`config.mk`:
```
export PLATFORM = sky130hd
export DESIGN_NAME = lrc_crc_packet_deframer_top
export DESIGN_NICKNAME = d
export VERILOG_FILES = /design/src/hdl/lcpd_pkg.sv /design/src/hdl/lcpd_in_stage.sv /design/src/hdl/lcpd_core.sv /design/src/hdl/lrc_crc_packet_deframer_top.sv
export SDC_FILE = /design/constraint.sdc
export NUM_CORES = 1
export LEC_CHECK = 0
export ABC_CLOCK_PERIOD_IN_PS = 4100
export BUFFER_PORTS_ARGS = -buffer_cell sky130_fd_sc_hd__buf_2
export CORE_MARGIN = 5
export CORE_UTILIZATION = 28
export CTS_CLUSTER_SIZE = 14
export DETAILED_ROUTE_END_ITERATION = 8
export GPL_TIMING_DRIVEN = 1
export PLACE_DENSITY = 0.46
export SLEW_MARGIN = 20
export SYNTH_ARGS = -nofsm -noshare
export SYNTH_HDL_FRONTEND = slang
export SYNTH_SLANG_ARGS = --single-unit
```
`constraint.sdc`:
```
create_clock -name i_clk -period 4.1 [get_ports i_clk]
set_input_delay 0 -clock i_clk [delete_from_list [all_inputs] [get_ports i_clk]]
set_output_delay 0 -clock i_clk [all_outputs]
set_load 0.03 [all_outputs]
```
`src/hdl/lcpd_pkg.sv`:
```
// Shared types, constants and the CRC-16/CCITT byte update for the packet deframer.
// No dependencies; used by lcpd_in_stage, lcpd_core and lrc_crc_packet_deframer_top.
package lcpd_pkg;

    localparam int unsigned ByteW      = 8;
    localparam int unsigned CrcW       = 16;
    localparam int unsigned HdrBytes   = 5;
    localparam int unsigned FillW      = 3;
    localparam logic [CrcW-1:0] CrcInit = 16'hFFFF;
    localparam logic [CrcW-1:0] CrcPoly = 16'h1021;
    localparam logic [FillW-1:0] FillFull = FillW'(HdrBytes);
    localparam logic [FillW-1:0] FillSlid = FillW'(HdrBytes - 1);

    // item held in the input register
    typedef struct packed {
        logic             valid;
        logic [ByteW-1:0] data;
    } t_in_stage;

    // status of the framing state, for checks at the top level
    typedef struct packed {
        logic             in_payload;
        logic [FillW-1:0] fill;
    } t_core_status;

    // one byte of crc-16/ccitt, msb first, eight shift steps
    function automatic logic [CrcW-1:0] crc_byte(input logic [CrcW-1:0] crc,
                                                 input logic [ByteW-1:0] b);
        logic [CrcW-1:0] c;
        c = crc ^ {b, 8'h00};
        for (int k = 0; k < 8; k++) begin
            if (c[CrcW-1]) begin
                c = {c[CrcW-2:0], 1'b0} ^ CrcPoly;
            end else begin
                c = {c[CrcW-2:0], 1'b0};
            end
        end
        return c;
    endfunction

endpackage

```
`src/hdl/lcpd_in_stage.sv`:
```
// Input register stage of the packet deframer: holds one received byte.
// Depends on lcpd_pkg.
module lcpd_in_stage (
    input  logic               i_clk,
    input  logic               i_rst_n,
    input  logic               i_in_valid,
    output logic               o_in_ready,
    input  logic [7:0]         i_rx_byte,
    input  logic               i_take,
    output lcpd_pkg::t_in_stage o_stage
);
    import lcpd_pkg::*;

    logic             r_valid;
    logic [ByteW-1:0] r_data;
    logic             accept;

    // register is free when empty or when its item moves on this cycle
    assign o_in_ready = !r_valid || i_take;
    assign accept     = i_in_valid && o_in_ready;

    // valid flag
    always_ff @(posedge i_clk) begin
        if (!i_rst_n) begin
            r_valid <= 1'b0;
        end else if (accept) begin
            r_valid <= 1'b1;
        end else if (i_take) begin
            r_valid <= 1'b0;
        end
    end

    // payload
    always_ff @(posedge i_clk) begin
        if (accept) begin
            r_data <= i_rx_byte;
        end
    end

    assign o_stage.valid = r_valid;
    assign o_stage.data  = r_data;

endmodule

```
`src/hdl/lcpd_core.sv`:
```
// Framing state, header check, payload crc and result register of the deframer.
// Depends on lcpd_pkg.
module lcpd_core (
    input  logic                   i_clk,
    input  logic                   i_rst_n,
    input  lcpd_pkg::t_in_stage    i_stage,
    output logic                   o_take,
    output logic                   o_out_valid,
    input  logic                   i_out_ready,
    output logic [7:0]             o_pkt_id,
    output logic [7:0]             o_payload_byte,
    output logic [7:0]             o_byte_index,
    output logic                   o_last,
    output logic                   o_crc_ok,
    output lcpd_pkg::t_core_status o_status
);
    import lcpd_pkg::*;

    logic [5*ByteW-1:0] r_window, n_window;
    logic [FillW-1:0]   r_fill, n_fill;
    logic               r_in_payload, n_in_payload;
    logic [ByteW-1:0]   r_bytes_left, n_bytes_left;
    logic [CrcW-1:0]    r_crc, n_crc;
    logic [CrcW-1:0]    r_expected, n_expected;
    logic [ByteW-1:0]   r_id, n_id;
    logic [ByteW-1:0]   r_pos, n_pos;

    logic               r_out_valid;
    logic [ByteW-1:0]   r_out_id, r_out_byte, r_out_index;
    logic               r_out_last, r_out_crc_ok;

    logic               out_free;
    logic               is_last;
    logic [CrcW-1:0]    crc_next;
    logic [5*ByteW-1:0] shifted;
    logic [FillW-1:0]   fill_inc;
    logic [ByteW-1:0]   hdr_id, hdr_len, hdr_lo, hdr_hi, hdr_lrc, lrc_sum;
    logic               hdr_ok;

    // header bytes always move on; payload bytes wait for a free result slot
    assign out_free = !r_out_valid || i_out_ready;
    assign o_take   = i_stage.valid && (!r_in_payload || out_free);

    // payload byte work
    assign is_last  = (r_bytes_left <= 8'd1);
    assign crc_next = crc_byte(r_crc, i_stage.data);

    // header window and lrc check: all five bytes sum to zero mod 256 and the length is nonzero
    assign shifted  = {r_window[4*ByteW-1:0], i_stage.data};
    assign fill_inc = (r_fill < FillFull) ? r_fill + 3'd1 : r_fill;
    assign hdr_lrc  = shifted[39:32];
    assign hdr_id   = shifted[31:24];
    assign hdr_len  = shifted[23:16];
    assign hdr_lo   = shifted[15:8];
    assign hdr_hi   = shifted[7:0];
    assign lrc_sum  = hdr_lrc + hdr_id + hdr_len + hdr_lo + hdr_hi;
    assign hdr_ok   = (lrc_sum == 8'd0) && (hdr_len != 8'd0);

    // next framing state
    always_comb begin
        n_window     = r_window;
        n_fill       = r_fill;
        n_in_payload = r_in_payload;
        n_bytes_left = r_bytes_left;
        n_crc        = r_crc;
        n_expected   = r_expected;
        n_id         = r_id;
        n_pos        = r_pos;
        if (o_take) begin
            if (r_in_payload) begin
                if (is_last) begin
                    // packet done, restart the hunt
                    n_window     = '0;
                    n_fill       = '0;
                    n_in_payload = 1'b0;
                    n_bytes_left = '0;
                    n_crc        = CrcInit;
                    n_pos        = '0;
                end else begin
                    n_crc        = crc_next;
                    n_bytes_left = r_bytes_left - 8'd1;
                    n_pos        = r_pos + 8'd1;
                end
            end else begin
                n_window = shifted;
                n_fill   = fill_inc;
                if (fill_inc >= FillFull) begin
                    if (hdr_ok) begin
                        n_in_payload = 1'b1;
                        n_id         = hdr_id;
                        n_bytes_left = hdr_len;
                        n_pos        = '0;
                        n_expected   = {hdr_hi, hdr_lo};
                        n_crc        = CrcInit;
                    end else begin
                        // slide by one byte
                        n_fill = FillSlid;
                    end
                end
            end
        end
    end

    // framing state registers
    always_ff @(posedge i_clk) begin
        if (!i_rst_n) begin
            r_window     <= '0;
            r_fill       <= '0;
            r_in_payload <= 1'b0;
            r_bytes_left <= '0;
            r_crc        <= CrcInit;
            r_expected   <= '0;
            r_id         <= '0;
            r_pos        <= '0;
        end else begin
            r_window     <= n_window;
            r_fill       <= n_fill;
            r_in_payload <= n_in_payload;
            r_bytes_left <= n_bytes_left;
            r_crc        <= n_crc;
            r_expected   <= n_expected;
            r_id         <= n_id;
            r_pos        <= n_pos;
        end
    end

    // result valid flag
    always_ff @(posedge i_clk) begin
        if (!i_rst_n) begin
            r_out_valid <= 1'b0;
        end else if (o_take && r_in_payload) begin
            r_out_valid <= 1'b1;
        end else if (i_out_ready) begin
            r_out_valid <= 1'b0;
        end
    end

    // result payload
    always_ff @(posedge i_clk) begin
        if (o_take && r_in_payload) begin
            r_out_id     <= r_id;
            r_out_byte   <= i_stage.data;
            r_out_index  <= r_pos;
            r_out_last   <= is_last;
            r_out_crc_ok <= is_last && (crc_next == r_expected);
        end
    end

    assign o_out_valid    = r_out_valid;
    assign o_pkt_id       = r_out_id;
    assign o_payload_byte = r_out_byte;
    assign o_byte_index   = r_out_index;
    assign o_last         = r_out_last;
    assign o_crc_ok       = r_out_crc_ok;

    assign o_status.in_payload = r_in_payload;
    assign o_status.fill       = r_fill;

endmodule

```
`src/hdl/lrc_crc_packet_deframer_top.sv`:
```
// Packet deframer: hunts for an lrc-checked five-byte header, then streams the payload
// with a crc-16/ccitt check. A payload byte passes the input register, then the output
// result register. Throughput: one byte per cycle while the output is not stalled.
// Header bytes produce no item; they advance even while the output is stalled.
// Reset (synchronous, active low) empties both registers and restarts the hunt.
// Depends on lcpd_pkg, lcpd_in_stage and lcpd_core.
module lrc_crc_packet_deframer_top (
    input  logic       i_clk,
    input  logic       i_rst_n,
    input  logic       i_in_valid,
    output logic       o_in_ready,
    input  logic [7:0] i_rx_byte,
    output logic       o_out_valid,
    input  logic       i_out_ready,
    output logic [7:0] o_pkt_id,
    output logic [7:0] o_payload_byte,
    output logic [7:0] o_byte_index,
    output logic       o_last,
    output logic       o_crc_ok
);
    import lcpd_pkg::*;

    t_in_stage    stage;
    t_core_status status;
    logic         take;

    // input register
    lcpd_in_stage u_in_stage (
        .i_clk      (i_clk),
        .i_rst_n    (i_rst_n),
        .i_in_valid (i_in_valid),
        .o_in_ready (o_in_ready),
        .i_rx_byte  (i_rx_byte),
        .i_take     (take),
        .o_stage    (stage)
    );

    // framing logic and result register
    lcpd_core u_core (
        .i_clk          (i_clk),
        .i_rst_n        (i_rst_n),
        .i_stage        (stage),
        .o_take         (take),
        .o_out_valid    (o_out_valid),
        .i_out_ready    (i_out_ready),
        .o_pkt_id       (o_pkt_id),
        .o_payload_byte (o_payload_byte),
        .o_byte_index   (o_byte_index),
        .o_last         (o_last),
        .o_crc_ok       (o_crc_ok),
        .o_status       (status)
    );

    // crc pass is reported only on the last byte
    a_crc_ok_on_last: assert property (@(posedge i_clk) disable iff (!i_rst_n)
        (o_out_valid && o_crc_ok) |-> o_last)
        else $error("crc_ok set on a byte that is not last");

    // header fill never goes past five bytes
    a_fill_range: assert property (@(posedge i_clk) disable iff (!i_rst_n)
        status.fill <= FillFull)
        else $error("header fill out of range");

    // the header window stays full through the payload
    a_payload_fill_full: assert property (@(posedge i_clk) disable iff (!i_rst_n)
        status.in_payload |-> (status.fill == FillFull))
        else $error("header fill not full during payload");

    // reset empties the result register
    a_reset_clears: assert property (@(posedge i_clk)
        !i_rst_n |=> !o_out_valid)
        else $error("result valid after reset");

endmodule
```
==> results_dict.tcl <==
set metrics [dict create \
    multi_input_area_um2 3053 \
    num_antenna_cells 0 \
    ant_nets 0 \
    instances_no_fill 956 \
    drc_errors 0 \
    syn-cell-area_um2 5969 \
    synth_enable_flop_cells 34 \
    final_common_cell "dfxtp_1" \
    leakagePower_uw 0.003271 \
    r2r_slack_ps -110 \
    violations "negative setup slack" \
    root_buffer "clkbuf_16" \
    r2r_cells 14 \
    grt_overflow 0 \
    die_area_um2 24340 \
    die_x_um 156.0 \
    worst_slack_ps -108.8 \
    synth_fp_nets 610 \
    grt_pass1_vias 4520 \
    arrival_ps 4560 \
    finalSetupViolations 47 \
    gr-usage-all-layers_pct 13.18 \
    grt_max_degree 66 \
    max_cap_viol_count 0 \
    relSlewSlack_pct 43.99 \
    hold_violations 0 \
    status "finished with violations" \
    numPortBuffers 39 \
    synth_cells 566 \
    postSynth.asyncResetShare_pct 0 \
    io_pins 40 \
    dp_slack_ps -156.2 \
    cts_buffer_depth 2 \
    finalCritPeriodShare_pct 102.7 \
    ys.flop_type "dfxtp_1" \
    slew_violations 0 \
    reg2reg_to "u_core.r_pos[6]" \
    top_register "u_core.r_window" \
    drive_gt1_share_pct 24.82 \
    postSynthAreaPerCell_um2 10.55 \
    routed_wl_mm 16.33 \
    cts_inserted_buffers 17 \
    pwr_density_cell_nw_per_um2 420.1 \
    antenna_found_initial 0 \
    ys_ff_latch 128 \
    layout_common_cells "94 x dfxtp_1, 69 x nor2_1, 43 x buf_4, 39 x buf_2, 35 x a22oi_1" \
    synth-seq-area-share_pct 48.63 \
    synth_cell_types 49 \
    htreeDepth 4 \
    clkSinkCount 128 \
    grt_pass1_wl_mm 24.76 \
    core_um2 21020 \
    worstMarginPinSlew_ps 837.4 \
    cp.required_ps 4450 \
    crit_fanout 4 \
    fin_worst_skew_ps 7.058 \
    holdPathStages 3 \
    ff_latch_area_um2 2903 \
    whs_endpoint "u_core.o_out_valid" \
    cts_tree "yes" \
    path_class "reg2reg" \
    dp_hpwl_mm 10.63 \
    final_nets 712 \
    rows 53 \
    routed-via-count 4548 \
    rsz0062_at_grt "yes" \
    vdd_drop_max_mv 0.2673 \
    initial_core_util_pct 28.40 \
    drtIter0Drc 253 \
    die_y_um 156.0 \
    clk_latency_ps 420 \
    avgRoutedWirePerCell_um 17.08 \
    startpoint_type "register" \
    syn2layout_area_growth_pct 32.55 \
    viasPerCell 4.757 \
    cp-end-kind "register" \
    timing.rr.start "u_in_stage.r_data[1]" \
    holdCritPathClass "in2reg" \
    dp_cells 894 \
    yosys_warnings 0 \
    fmax_ghz 0.2376 \
    nFillCells 2043 \
    period_needed_ps 4209 \
    largest_reg_flops 32 \
    drtPass1Iterations 5 \
    top_regs "u_core.r_window x32, u_core.r_crc x16, u_core.r_expected x16" \
    clkSlewWorstSetupHoldPaths_ps 60 \
    min_from "i_out_ready" \
    gp_congestion 0.8469 \
]
==> worst max-delay path, cell delays in order (launching register included) <==
cell and delay (ps):
edfxtp_1 420, fa_2 560, fa_2 440, fa_1 530
ha_2 190, inv_2 40, fa_2 340, xor2_1 140
nand4_1 140, nor4_2 270, buf_4 170, buf_4 110
a31oi_2 140, or4_4 520, a21oi_2 140
==> cell usage after synthesis, types with 2 or more instances <==
cell	instances	area, um2
a21oi_1	26	130.1
nor2b_1	5	31.28
xnor2_1	31	271.5
mux2_2	2	22.52
fa_1	20	400.4
nand3_1	13	65.06
nand2_1	32	120.1
buf_2	6	30.03
o311a_1	2	20.02
clkbuf_1	18	67.56
o21ai_0	12	60.06
a31oi_1	3	18.77
nand2b_1	2	12.51
xnor2_2	2	32.53
dfxtp_1	94	1882
a22oi_1	35	262.8
inv_1	24	90.09
mux2i_1	33	330.3
edfxtp_1	34	1021
a21o_1	2	15.01
nor4_1	6	37.54
a211o_1	3	26.28
nand4_1	3	18.77
ha_1	12	150.1
or3_1	8	50.05
a211oi_1	6	45.04
and2_1	2	12.51
o211ai_1	10	75.07
nor2_1	70	262.8
xor2_2	2	32.53
o31ai_1	5	37.54
or4_1	3	22.52
xor2_1	15	131.4
nor3_1	10	50.05
==> power by group <==
group,total [uW],internal [uW],switching (uW),leakage [uW]
registers,1340,1320,24.2,0.00108
logic,415,181,234,0.00190
clock network,1570,985,582,0.000292
==> worst max path at each step <==
stage / start / end
2_1_floorplan: u_in_stage.r_data[2] / u_core.r_pos[5]
6_report: u_in_stage.r_data[1] / u_core.r_pos[6]
5_1_grt: u_in_stage.r_data[1] / u_core.r_pos[6]
3_3_place_gp: u_in_stage.r_data[1] / u_core.r_crc[5]
4_1_cts: u_in_stage.r_data[1] / u_core.r_crc[5]
3_5_place_dp: u_in_stage.r_data[1] / u_core.r_crc[5]
==> routing by layer <==
layer	global-route usage (%)	vias to the layer above	wire length, um	part of all wire [%]
met1	17.17	2215	7559	46
met2	21.15	92	7925	49
met3	3.606	13	634	3.9
met5	0	-	0	0
met4	4.544	0	207	1.3
li1	-	2228	-	-
==> area by class of cell <==
class / instances / share of cell area (%)
Multi-Input combinational cell: 388 / 38.58
Sequential cell: 128 / 36.69
Tap cell: 275 / 4.349
Clock inverter: 11 / 1.597
Timing Repair Buffer: 108 / 11.37
Clock buffer: 21 / 6.230
Inverter: 25 / 1.186
==> metrics by stage <==
| step | total power (uW) | cell area (um2) | util [%] | hold WS, ps | setup TNS [ps] |
|---|---|---|---|---|---|
| 2_1_floorplan | 1603 | 6021 | - | 98.87 | 0 |
| 3_3_place_gp | 1722 | 6805 | 32.37 | 176.6 | -540.9 |
| 3_5_place_dp | 1729 | 6805 | 32.37 | 178.2 | -2169 |
| 4_1_cts | 3343 | 7740 | 36.82 | 64.61 | -3140 |
| 5_1_grt | 3461 | 7913 | 37.64 | 89.21 | -9785 |
| 6_report | 3324 | 7913 | 37.64 | 75.22 | -1587 |
==> logic make-up after synthesis <==
family	Yosys count	share of synthesized area, %
flip-flops	128	48.63
multiplexers	35	5.911
AND/OR/NAND/NOR	158	12.05
adder cells (fa/ha/maj)	32	9.222
XOR/XNOR	50	7.839
AO/OA/AOI/OAI	112	12.95
buffers and inverters	51	3.395
==> what timing repair did <==
action,in CTS,in global routing
endpoints found under the setup margin,32,57
cloned,3,5
buffers inserted,10,3
resized for setup,11,26
hold buffers,11,0
endpoints found under the hold margin,15,0
pin swaps,16,3
Power figures use the tool's default switching activity.
